File: src/design/rkf_pkg.sv
package rkf_pkg;

    localparam int CHAN_W = 8;
    localparam int SUM_W = 12;
    localparam int ADJ_W = 14;
    localparam int INT_W = 10;
    localparam int CFG_SIZE_W = 11;
    localparam int CFG_SCALE_W = 8;
    localparam int DIV_STEPS = SUM_W;

    localparam logic [INT_W-1:0] INTENSITY_ABOVE_MAX = 10'd766;
    localparam logic [SUM_W-1:0] CHANNEL_MAX = 12'd255;

    localparam logic [CFG_SIZE_W-1:0] SIZE_RESET = 11'd512;
    localparam logic [CFG_SIZE_W-1:0] SIZE_MIN = 11'd3;
    localparam logic [CFG_SCALE_W-1:0] SCALE_RESET = 8'd9;

    localparam int ADDR_W = 4;
    localparam logic [1:0] REG_IMAGE_SIZE = 2'd0;
    localparam logic [1:0] REG_KERNEL_SCALE = 2'd1;
    localparam logic [1:0] REG_FILTER_ENABLE = 2'd2;
    localparam logic [1:0] REG_SHARPEN_ENABLE = 2'd3;

    typedef struct packed {
        logic       op;
        logic [7:0] in_red;
        logic [7:0] in_green;
        logic [7:0] in_blue;
    } rkf_in_t;

    typedef struct packed {
        logic [7:0] out_red;
        logic [7:0] out_green;
        logic [7:0] out_blue;
        logic       frame_last;
    } rkf_out_t;

    typedef struct packed {
        logic [7:0] r;
        logic [7:0] g;
        logic [7:0] b;
    } rkf_pix_t;

    typedef struct packed {
        logic shift;
        logic reduce;
    } win_ctrl_t;

    typedef struct packed {
        logic [2:0][SUM_W-1:0] sum;
        rkf_pix_t              ctr;
        rkf_pix_t              lo_px;
        rkf_pix_t              hi_px;
    } win_sum_t;

    function automatic logic [7:0] px_chan(rkf_pix_t p, logic [1:0] k);
        logic [7:0] v;
        case (k)
            2'd0: v = p.r;
            2'd1: v = p.g;
            default: v = p.b;
        endcase
        return v;
    endfunction

endpackage

File: src/design/rkf_div.sv
module rkf_div (
    input  logic                                aclk,
    input  logic                                aresetn,
    input  logic                                start,
    input  logic [2:0][rkf_pkg::SUM_W-1:0]      num,
    input  logic [rkf_pkg::CFG_SCALE_W-1:0]     den,
    output logic                                busy,
    output logic [2:0][7:0]                     quo
);
    import rkf_pkg::*;

    logic                    busy_reg, busy_next;
    logic [3:0]              cnt_reg, cnt_next;
    logic [CFG_SCALE_W-1:0]  den_reg;
    logic [2:0][SUM_W-1:0]   num_reg, num_next;
    logic [2:0][SUM_W-1:0]   q_reg, q_next;
    logic [2:0][7:0]         rem_reg, rem_next;
    logic [8:0]              trial;
    logic                    ge;

    always_comb begin
        busy_next = busy_reg;
        cnt_next = cnt_reg;
        num_next = num_reg;
        q_next = q_reg;
        rem_next = rem_reg;
        trial = '0;
        ge = 1'b0;
        if (start) begin
            busy_next = 1'b1;
            cnt_next = '0;
            num_next = num;
            q_next = '0;
            rem_next = '0;
        end else if (busy_reg) begin
            // one restoring step per channel
            for (int k = 0; k < 3; k++) begin
                trial = {rem_reg[k], num_reg[k][SUM_W-1]};
                ge = trial >= {1'b0, den_reg};
                rem_next[k] = ge ? 8'(trial - {1'b0, den_reg}) : trial[7:0];
                q_next[k] = {q_reg[k][SUM_W-2:0], ge};
                num_next[k] = {num_reg[k][SUM_W-2:0], 1'b0};
            end
            cnt_next = cnt_reg + 4'd1;
            if (cnt_reg == 4'(DIV_STEPS - 1)) begin
                busy_next = 1'b0;
            end
        end
    end

    always_ff @(posedge aclk) begin
        if (!aresetn) begin
            busy_reg <= 1'b0;
            cnt_reg <= '0;
        end else begin
            busy_reg <= busy_next;
            cnt_reg <= cnt_next;
        end
    end

    always_ff @(posedge aclk) begin
        if (start) begin
            den_reg <= den;
        end
        num_reg <= num_next;
        q_reg <= q_next;
        rem_reg <= rem_next;
    end

    always_comb begin
        for (int k = 0; k < 3; k++) begin
            quo[k] = (q_reg[k] > CHANNEL_MAX) ? 8'hFF : q_reg[k][7:0];
        end
    end

    assign busy = busy_reg;

endmodule

File: config.mk
export PLATFORM = sky130hd
export DESIGN_NAME = rkf_div
export DESIGN_NICKNAME = d
export VERILOG_FILES = /design/src/design/rkf_pkg.sv /design/src/design/rkf_div.sv
export SDC_FILE = /design/constraint.sdc
export NUM_CORES = 1
export LEC_CHECK = 0
export ABC_AREA = 1
export BUFFER_PORTS_ARGS = -buffer_cell sky130_fd_sc_hd__buf_4
export CAP_MARGIN = 20
export CORE_MARGIN = 2
export CORE_UTILIZATION = 63
export DETAILED_ROUTE_END_ITERATION = 12
export HOLD_SLACK_MARGIN = 0.15
export PLACE_DENSITY = 0.86
export SLEW_MARGIN = 20
export SYNTH_ARGS = -nofsm -noshare
export SYNTH_HDL_FRONTEND = slang
export SYNTH_SLANG_ARGS = --single-unit
File: constraint.sdc
create_clock -name aclk -period 3.54 [get_ports aclk]
set_clock_uncertainty 0.05 [all_clocks]
set_input_delay 0.531 -clock aclk [delete_from_list [all_inputs] [get_ports aclk]]
set_output_delay 0.531 -clock aclk [all_outputs]
set_load 0.1 [all_outputs]
---- Word level (Yosys, flattened, before mapping) ----
Index checks and enable logic that the tools add are counted.
W data, S select, Z words.
storage, ports and cells
  flip-flop bits (word level) ............. 109
  bits in latches ......................... 0
  RAM bits ................................ 0
  bits in read-only memories .............. 0
  input bits .............................. 47
  word-level logic and storage cells ...... 37
  memories ................................ 0
operators by class
  add/subtract/negate cells ............... 4
  $mul .................................... 0
  divide/modulo/power cells ............... 0
  order comparisons ....................... 6
  equal/unequal tests ..................... 1
  shifts and indexed selects .............. 0
  mux-type cells .......................... 11
  bitwise operators ....................... 1
  reductions and logical operators ........ 2
operators with widths
  cell                   count
  $mux W36               2
  $mux W8                6
  $gt A12 B8 Y1 const B  3
  $ge A9 B8 Y1           3
  $sub A8 B8 Y8          3
  $add A4 B1 Y4 const B  1
  $eq A4 B4 Y1 const B   1
  $mux W1                3
  $reduce_bool A2 Y1     1
  $reduce_or A2 Y1       1
  $not A1 Y1             1

---- Depth between registers and ports, before layout ----
Gate-level depths: netlist of run 1.
  depth after elaboration ................. 4
  gate-level depth with buffers ........... 14
  gate-level depth less buffers ........... 13

---- Worst setup path before layout of run 1 ----
Ideal clock, no wire load.
  path type ............................... reg2reg
  start ................................... register busy_reg (netlist: busy)
  end ..................................... register num_reg[0] (netlist bit), enable pin
  setup time .............................. 0.380 ns
  arrival time ............................ 1.996 ns
  path slack .............................. 1.114 ns
  cell stages (with the launch flop) ...... 5
  clock period less this slack ............ 2.426 ns
  cell sequence ........................... dfxtp_1 -> buf_2 -> nor2_4 -> clkinv_1 -> buf_2
on the way
  word-level cells in the longest chain between the ends .. 1
ends and longest elaborated chain
  item                                 line           RTL
  start, declared                      rkf_div.sv:12  logic busy_reg, busy_next;
  start signal, assigned               rkf_div.sv:56  busy_reg <= busy_next;
  $reduce_bool A2 Y1 (no source line)  -
  end signal, assigned                 rkf_div.sv:65  num_reg <= num_next;
  end, declared                        rkf_div.sv:15  logic [2:0][SUM_W-1:0] num_reg, num_next;
Every way passes these cells.
A chain may end at the register's enable or synchronous reset.

==> results of run 1 <==
-- worst max-delay path, stage by stage (launching register included) --
cell and delay, ns:
dfxtp_1 0.34, nor4_2 0.68, nand2_1 0.13, buf_4 0.27
-- cell families after synthesis --
| logic type | after synthesis | synth area share, % |
|---|---|---|
| compound gates | 76 | 8.65 |
| buf+inv | 115 | 8.38 |
| simple gates | 374 | 28.9 |
| flops | 109 | 46.7 |
| fa+ha+maj | 28 | 6.64 |
| xor+xnor | 5 | 0.780 |
-- area by class of cell --
cell class,instances,area share [%]
Inverter,92,5.41
Clock inverter,6,0.981
Tap cell,108,2.12
Sequential cell,109,41.1
Timing Repair Buffer,75,8.83
Multi-Input combinational cell,483,39.5
Clock buffer,10,2.00
-- through the flow --
stage | worst slack, ns | total power [mW] | utilization [%] | hold slack, ns | instance area [um^2]
2_1_floorplan | 1.11 | 1.73 | - | 0.393 | 5620
3_3_place_gp | 1.45 | 1.84 | 71.3 | 0.404 | 6190
3_5_place_dp | 1.40 | 1.85 | 71.3 | 0.408 | 6190
4_1_cts | 1.15 | 2.57 | 73.5 | 0.265 | 6380
5_1_grt | 1.03 | 2.68 | 73.5 | 0.263 | 6380
6_report | 1.18 | 2.56 | 73.5 | 0.282 | 6380
-- per-layer routing --
metal	GRT usage, %	share of wire (%)	wire length, um	up-vias
met4	9.38	3.3	405	0
met2	44.2	48	5790	163
met5	0	0	0	-
met3	5.25	5.3	640	35
met1	34.2	44	5280	2186
li1	-	-	-	2409
-- cell usage after synthesis (3+ instances only) --
cell / count / area share [%]
nand2_1: 259 / 17
inv_1: 85 / 5.7
dfxtp_1: 65 / 23
edfxtp_1: 44 / 24
nand3_1: 37 / 3.3
nor2_1: 36 / 2.4
o22ai_1: 30 / 3.3
ha_1: 25 / 5.6
a21oi_1: 19 / 1.7
buf_2: 13 / 1.2
nand4_1: 7 / 0.78
o21ai_0: 7 / 0.62
nand3b_1: 6 / 0.80
nand2_2: 5 / 0.56
a21boi_1: 4 / 0.53
clkbuf_1: 4 / 0.27
inv_2: 4 / 0.27
nand3_2: 4 / 0.71
nor3_1: 4 / 0.36
o21ai_1: 4 / 0.36
buf_1: 3 / 0.20
clkinv_1: 3 / 0.20
fa_1: 3 / 1.1
nand2_4: 3 / 0.60
nor4_2: 3 / 0.67
xor2_1: 3 / 0.47
-- power groups by stage --
stage | sequential [mW] | combinational, mW | clock, mW
after detailed placement | 1.44 | 0.415 | 0
after global routing | 1.42 | 0.474 | 0.786
after CTS | 1.41 | 0.418 | 0.744
after floorplan | 1.43 | 0.298 | 0
after global placement | 1.44 | 0.401 | 0
final | 1.41 | 0.420 | 0.732
-- worst paths after layout --
check | from | to | slack [ns] | cells after the start
hold reg to reg | rem_reg[4] | rem_reg[4] | 0.43 | 2
hold / removal | den[4] | den_reg[4] | 0.28 | 1
setup / recovery | q_reg[35] | quo[19] | 1.18 | 3
setup reg to reg | den_reg[5] | rem_reg[23] | 1.42 | 9
-- layout by cell type (no fill, tap or decap), drive strengths merged --
cell type	n
xnor2	2
nand2	267
and2	1
clkbuf	10
or2	3
a21o	1
a41oi	1
o22ai	30
buf	75
inv	94
nor2	39
edfxtp	44
ha	25
nand3b	6
xor2	3
nor3	6
o211ai	2
nor3b	1
nor4	3
a211oi	1
fa	3
o21ai	12
o21a	2
nand4	7
nand3	41
dfxtp	65
a21oi	23
a21boi	4
clkinv	4
==> results_dict.tcl, run 1 <==
set metrics [dict create \
    outcome "finished, final reports clean" \
    worst_ep_arrival_time_ns 1.78 \
    grt_pass1_vias 4678 \
    synth-async-reset-ratio_pct 0 \
    synth_edf_count 44 \
    finalSetupViolCount 0 \
    synth_fp_nets 782 \
    synth_seq_cells 109 \
    slew_headroom_pct 47.4 \
    p_per_area_nw_per_um2 401 \
    vias 4793 \
    path_class "flip-flop to output pin" \
    p_seq_share_pct 55.0 \
    ioPinCount 72 \
    tns_ns 0 \
    required_ns 2.96 \
    drive_gt1_share_pct 15.6 \
    area_growth_pct 13.6 \
    htreeDepth 3 \
    io_buffers 71 \
    initial_utilization_pct 64.7 \
    grt-ovfl-total 0 \
    grt_pass1_wl_um 20900 \
    fmax_mhz 424 \
    antenna_found_initial 0 \
    synth.avg_cell_area_um2 7.94 \
    fin_crit_ns 2.36 \
    clk_latency_ns 0.37 \
    clk_path_buf_depth 2 \
    clk_pin_slew_ns 0.11 \
    swShare_pct 29.5 \
    seqCellArea_um2 2620 \
    instances_no_fill 883 \
    tightest_slew_ns 0.790 \
    cts_resized 0 \
    dpl.cell_count 867 \
    switchingPower_uw 756 \
    die_w_um 98.4 \
    ys_types 46 \
    hold_viol_final 0 \
    tritoncts "yes" \
    ant_nets 0 \
    synthFlopType "dfxtp_1" \
    netlist_instances 707 \
    power_leakage_nw 3.18 \
    cts.sinks 109 \
    wl_per_cell_um 13.7 \
    routed_wl_um 12100 \
    crit_path_start_kind "flip-flop" \
    cts_setup_buffers 0 \
    grt_max_degree 71 \
    gp_congestion 1.02 \
    numCtsBuffers 9 \
    cts_root_buf "clkbuf_8" \
    critPathMaxFanout 8 \
    dp_hpwl_um 8770 \
    drc 0 \
    n_fill_cell 666 \
    internal-power_mw 1.80 \
    rsz0062_at_grt "false" \
    hp-class "primary input to flip-flop" \
    multi_input_area_um2 2520 \
    syn_area_um2 5620 \
    drt_pre_antenna_iters 5 \
    drtIter0Drc 367 \
    nets 845 \
    drv_cap 0 \
    clkPwrFrac_pct 28.6 \
    dieHeight_um 98.4 \
    period_share_pct 66.6 \
    antenna_cells 0 \
    vias_per_cell 5.43 \
    comb_power_share_pct 16.4 \
    dieArea_um2 9680 \
    grt_use_total_pct 26.4 \
    drv_slew 0 \
    end_kind "output pin" \
    rows 34 \
    vdd_ir_drop_max_mv 0.252 \
    yosysWarnings 0 \
    cts_hold_buf 0 \
    core_area_um2 8680 \
    ys_seq_area_share_pct 46.7 \
]
No activity file was read; power rests on OpenSTA's default activity.
==> inputs of run 2 (changes only) <==
--- a/config.mk
+++ b/config.mk
@@ -5,14 +5,14 @@
 export SDC_FILE = /design/constraint.sdc
 export NUM_CORES = 1
 export LEC_CHECK = 0
-export ABC_AREA = 1
+export ABC_AREA = 0
 export BUFFER_PORTS_ARGS = -buffer_cell sky130_fd_sc_hd__buf_4
 export CAP_MARGIN = 20
 export CORE_MARGIN = 2
-export CORE_UTILIZATION = 63
+export CORE_UTILIZATION = 53
 export DETAILED_ROUTE_END_ITERATION = 12
 export HOLD_SLACK_MARGIN = 0.15
-export PLACE_DENSITY = 0.86
+export PLACE_DENSITY = 0.77
 export SLEW_MARGIN = 20
 export SYNTH_ARGS = -nofsm -noshare
 export SYNTH_HDL_FRONTEND = slang
==> constraint.sdc (replaced) <==
create_clock -name aclk -period 2.07 [get_ports aclk]
set_clock_uncertainty 0.05 [all_clocks]
set_input_delay 0.3105 -clock aclk [delete_from_list [all_inputs] [get_ports aclk]]
set_output_delay 0.3105 -clock aclk [all_outputs]
set_load 0.1 [all_outputs]
==> results_dict.tcl, run 2 <==
set metrics [dict create \
    yosys-top-cells-area "edfxtp_1 23%, dfxtp_1 22%, mux2i_1 6.7%" \
    dp_hpwl_um 9380 \
    min_to "num_reg[0]" \
    drv_cap 0 \
    vias 4798 \
    antenna_cells 0 \
    end_kind "flip-flop" \
    finalSetupViolCount 22 \
    rsz0062_at_grt "true" \
    clk_path_buf_depth 2 \
    reg2reg_to "rem_reg[14]" \
    synth_common_cells "82 x nor2_1, 65 x dfxtp_1, 44 x edfxtp_1" \
    hold_viol_final 0 \
    drive_gt1_share_pct 37.8 \
    worst_ep_arrival_time_ns 2.50 \
    grt_pass1_wl_um 21800 \
    clk_latency_ns 0.37 \
    antenna_found_initial 0 \
    final_common_cell "buf_4" \
    syn_area_um2 5840 \
    outcome "finished, violations left" \
    synth.avg_cell_area_um2 10.3 \
    synth_most_common_cell "nor2_1" \
    mostFrequentLayoutCells "136 x buf_4, 79 x nor2_1, 64 x dfxtp_1" \
    die_w_um 109 \
    synthFlopType "dfxtp_1" \
    io_buffers 71 \
    p_seq_share_pct 46.0 \
    grt_pass1_vias 4706 \
    synth_fp_nets 643 \
    clk_pin_slew_ns 0.09 \
    worst_slack_ns -0.193 \
    grt_use_total_pct 23.4 \
    min_path_cells 2 \
    tightest_slew_ns 0.561 \
    swShare_pct 30.9 \
    r2r_slack_ns -0.19 \
    r2r_start "num_reg[23]" \
    synth_seq_cells 109 \
    whs_ns 0.177 \
    synth.largest_area_cell "edfxtp_1" \
    dieHeight_um 109 \
    clkPwrFrac_pct 22.5 \
    htreeDepth 3 \
    core_area_um2 10800 \
    ant_nets 0 \
    ys_seq_area_share_pct 44.9 \
    fin_crit_ns 2.26 \
    numCtsBuffers 9 \
    drv_slew 0 \
    min_from "num[0]" \
    synth_edf_count 44 \
    period_share_pct 109 \
    nets 784 \
    tritoncts "yes" \
    vias_per_cell 5.62 \
    critPathMaxFanout 3 \
    wl_per_cell_um 16.5 \
    power_mw 5.44 \
    gp_congestion 0.936 \
    grt_max_degree 56 \
    synth_top_area_share_pct 22.6 \
    ff2ff_path_depth 8 \
    crit_path_start_kind "flip-flop" \
    ioPinCount 72 \
    drc 0 \
    required_ns 2.30 \
    dpl-instance-area_um2 6970 \
    hp-class "primary input to flip-flop" \
    path_class "flip-flop to flip-flop" \
    fmax_mhz 442 \
    netlist_instances 568 \
    drt_pre_antenna_iters 4 \
    routed_wl_um 14100 \
    dieArea_um2 11900 \
    grt-ovfl-total 0 \
    power_leakage_nw 3.25 \
    initial_utilization_pct 54.1 \
    synth-async-reset-ratio_pct 0 \
    comb_power_share_pct 31.5 \
    slew_headroom_pct 62.6 \
    violations "negative setup slack" \
    p_per_area_nw_per_um2 699 \
    rows 38 \
    switchingPower_mw 1.68 \
    drtIter0Drc 194 \
    internal-power_mw 3.76 \
    yosysWarnings 0 \
    vdd_ir_drop_max_mv 0.605 \
    area_growth_pct 33.3 \
    fin_area_um2 7780 \
    ys_types 65 \
    cts.sinks 109 \
    cts_root_buf "clkbuf_8" \
]
run 2: cell types whose count changed after synthesis, moves of 28 or more:
cell / previous run / this run
nand2_1: 259 / 15
inv_1: 85 / 18
nor2_1: 36 / 82
mux2i_1: 0 / 39
mux2_2: 0 / 34
nand2b_1: 0 / 32
nand3_1: 37 / 8
o22ai_1: 30 / 2
run 2: power by group through the flow:
stage / Combinational [mW] / Sequential, mW / Clock, mW
4_1_cts: 1.51 / 2.49 / 1.26
2_1_floorplan: 0.927 / 2.51 / 0
6_report: 1.71 / 2.50 / 1.22
3_5_place_dp: 1.39 / 2.54 / 0
3_3_place_gp: 1.35 / 2.53 / 0
5_1_grt: 1.85 / 2.51 / 1.35
run 2: critical path: stages (launching register included):
cell	delay [ns]
edfxtp_1	0.42
inv_1	0.08
ha_2	0.19
fa_2	0.21
nor2b_2	0.05
o31a_1	0.25
or4b_1	0.48
a41o_1	0.21
a311oi_1	0.24
run 2: final cells by class:
cell class	instances	area, um^2
Clock buffer	11	141
Sequential cell	109	2630
Clock inverter	5	41.3
Inverter	18	72.6
Multi-Input combinational cell	409	3390
Tap cell	140	175
Timing Repair Buffer	162	1330
Fill cell	735	3010
run 2: kinds of logic after synthesis:
logic type	share of synthesized area, %
xor gates and xnor gates	1.65
and+or+nand+nor	17.4
buffers and inverters	3.47
adders and majority gates	6.39
AOI/OAI and AO/OA	12.9
muxes	13.2
DFF	44.9
run 2: layer usage:
metal	vias to the layer above	GRT usage, %	wire (um)
met3	39	5.14	838
met1	2245	28.9	5880
met4	0	10.3	417
li1	2355	-	-
met2	159	39.3	6950
met5	-	0	0
run 2: how the worst max path moves through the flow:
stage                      from           to  slack [ns]  cells past startpoint
floorplan             q_reg[20]      quo[10]       -0.11                      2
global placement     den_reg[6]  rem_reg[10]       -0.14                      8
detailed placement   den_reg[6]  rem_reg[10]       -0.18                      8
CTS                 num_reg[23]  rem_reg[14]       -0.16                      8
global route        num_reg[23]  rem_reg[14]       -0.30                      8
finish              num_reg[23]  rem_reg[14]       -0.19                      8
run 2: through the flow:
| stage | setup WS (ns) | cells | setup TNS [ns] | utilization [%] |
|---|---|---|---|---|
| finish | -0.193 | 854 | -2.35 | 72.1 |
| global route | -0.301 | 854 | -3.85 | 72.1 |
| CTS | -0.161 | 839 | -0.665 | 69.0 |
| detailed placement | -0.183 | 807 | -2.02 | 64.5 |
| global placement | -0.136 | 807 | -0.665 | 64.5 |
| floorplan | -0.109 | 568 | -2.43 | - |
run 2: timing repair:
item	CTS	global route
gates resized for setup	33	49
hold buffers	10	0
gates cloned	1	0
pin swaps	13	32
setup endpoints to repair	26	27
setup buffers	5	15
hold endpoints to repair	10	0
==> inputs of run 3 (changes only) <==
--- a/config.mk
+++ b/config.mk
@@ -8,11 +8,12 @@
 export ABC_AREA = 0
 export BUFFER_PORTS_ARGS = -buffer_cell sky130_fd_sc_hd__buf_4
 export CAP_MARGIN = 20
+export CORE_ASPECT_RATIO = 2
 export CORE_MARGIN = 2
-export CORE_UTILIZATION = 53
+export CORE_UTILIZATION = 58
 export DETAILED_ROUTE_END_ITERATION = 12
 export HOLD_SLACK_MARGIN = 0.15
-export PLACE_DENSITY = 0.77
+export PLACE_DENSITY = 0.8
 export SLEW_MARGIN = 20
 export SYNTH_ARGS = -nofsm -noshare
 export SYNTH_HDL_FRONTEND = slang
==> constraint.sdc (replaced) <==
create_clock -name aclk -period 2.2 [get_ports aclk]
set_clock_uncertainty 0.05 [all_clocks]
set_input_delay 0.33 -clock aclk [delete_from_list [all_inputs] [get_ports aclk]]
set_output_delay 0.33 -clock aclk [all_outputs]
set_load 0.1 [all_outputs]
==> results_dict.tcl, run 3 (synthesis results as in run 2) <==
set metrics [dict create \
    ant_nets 0 \
    p_seq_share_pct 42.9 \
    crit_path_start_kind "flip-flop" \
    numCtsBuffers 9 \
    slew_headroom_pct 63.3 \
    pre_cts_slack_ns -0.137 \
    core_area_um2 9760 \
    hold_viol_final 0 \
    antenna_cells 0 \
    gp_congestion 0.867 \
    vias 4944 \
    grt_pass1_wl_um 23600 \
    vias_per_cell 5.99 \
    htreeDepth 3 \
    power_leakage_nw 3.18 \
    antenna_found_initial 0 \
    instances_no_fill 825 \
    dieHeight_um 146 \
    io_buffers 71 \
    wl_per_cell_um 19.0 \
    routed_wl_um 15700 \
    clkPwrFrac_pct 28.6 \
    drv_cap 0 \
    grt_use_total_pct 28.2 \
    end_kind "flip-flop" \
    clk_path_buf_depth 2 \
    die_w_um 74.9 \
    switchingPower_mw 1.69 \
    path_depth 8 \
    clk_latency_ns 0.35 \
    ff2ff_path_depth 8 \
    worst_ep_arrival_time_ns 2.48 \
    final_common_cell "buf_4" \
    outcome "finished, violations left" \
    dp_hpwl_um 10200 \
    path_class "flip-flop to flip-flop" \
    ioPinCount 72 \
    drv_slew 0 \
    rsz0062_at_grt "true" \
    worst_slack_ns -0.115 \
    critPathMaxFanout 3 \
    dpl.cell_count 791 \
    grt_pass1_vias 5021 \
    fin_crit_ns 2.31 \
    cp_num_buf_inv 2 \
    initial_utilization_pct 59.8 \
    p_per_area_nw_per_um2 720 \
    vdd_ir_drop_max_mv 0.598 \
    violations "negative setup slack" \
    period_share_pct 105 \
    drtIter0Drc 318 \
    rows 51 \
    dieArea_um2 10900 \
    slowest_delay_ns 0.43 \
    n_fill_cell 591 \
    tightest_slew_ns 0.551 \
    finalSetupViolCount 11 \
    cts_root_buf "clkbuf_16" \
    utilization_pct 78.2 \
    grt_max_degree 65 \
    area_growth_pct 30.7 \
    tritoncts "yes" \
    slowest_stage "edfxtp_1" \
    cp_cell_sequence "inv_2 -> ha_1 -> and2_1 -> a311o_1 -> buf_4 -> nor2_1 -> mux2i_1 -> o32ai_2" \
    comb_power_share_pct 28.5 \
    mostFrequentLayoutCells "122 x buf_4, 80 x nor2_1, 64 x dfxtp_1" \
    drive_gt1_share_pct 35.8 \
    tns_ns -0.615 \
    required_ns 2.37 \
    hp-class "primary input to flip-flop" \
    drc 0 \
    min_path_cells 2 \
    drt_pre_antenna_iters 5 \
    grt-ovfl-total 0 \
    internal-power_mw 3.80 \
    path_delay_family "flip-flops" \
    fmax_mhz 432 \
    clk_pin_slew_ns 0.07 \
    cts.sinks 109 \
    nets 763 \
    swShare_pct 30.7 \
]
## run 3: layer usage
layer	wire length (um)	vias to the layer above	track usage (%)
met5	0	-	0
met4	1190	0	20.9
met3	674	87	4.64
met2	8450	178	48.9
met1	5370	2370	28.4
li1	-	2309	-
## run 3: power by group through the flow
stage	Clock, mW	Sequential (mW)	Combinational [mW]
CTS	1.59	2.34	1.36
floorplan	0	2.35	0.847
finish	1.57	2.36	1.56
global route	1.64	2.37	1.66
global placement	0	2.38	1.23
detailed placement	0	2.38	1.26
## run 3: what timing repair did
item	CTS	global route
hold buffers	8	0
resized for setup	31	42
endpoints found under the hold margin	8	0
pin swaps	8	22
cloned	1	0
buffers inserted	3	6
endpoints found under the setup margin	20	25
## run 3: worst paths after layout
path	slack, ns	from	to
max	-0.11	den_reg[2]	rem_reg[17]
min reg2reg	0.47	q_reg[18]	q_reg[18]
max reg2reg	-0.11	den_reg[2]	rem_reg[17]
min	0.16	aresetn	busy
## run 3: cell type report
type / count / area (um^2) / area share [%]
clock inverter: 6 / 55.1 / 0.721
sequential: 109 / 2630 / 34.4
tap: 132 / 165 / 2.16
timing repair buffer: 141 / 1150 / 15.1
inverter: 18 / 70.1 / 0.918
multi-input combinational: 409 / 3340 / 43.7
clock buffer: 10 / 229 / 3.00
## run 3: per-stage QoR
| stage | hold WS [ns] | power, mW | cell area (um^2) |
|---|---|---|---|
| 2_1_floorplan | 0.379 | 3.20 | 5840 |
| 3_3_place_gp | 0.424 | 3.60 | 6830 |
| 3_5_place_dp | 0.445 | 3.65 | 6830 |
| 4_1_cts | 0.153 | 5.29 | 7360 |
| 5_1_grt | 0.165 | 5.67 | 7630 |
| 6_report | 0.159 | 5.49 | 7630 |
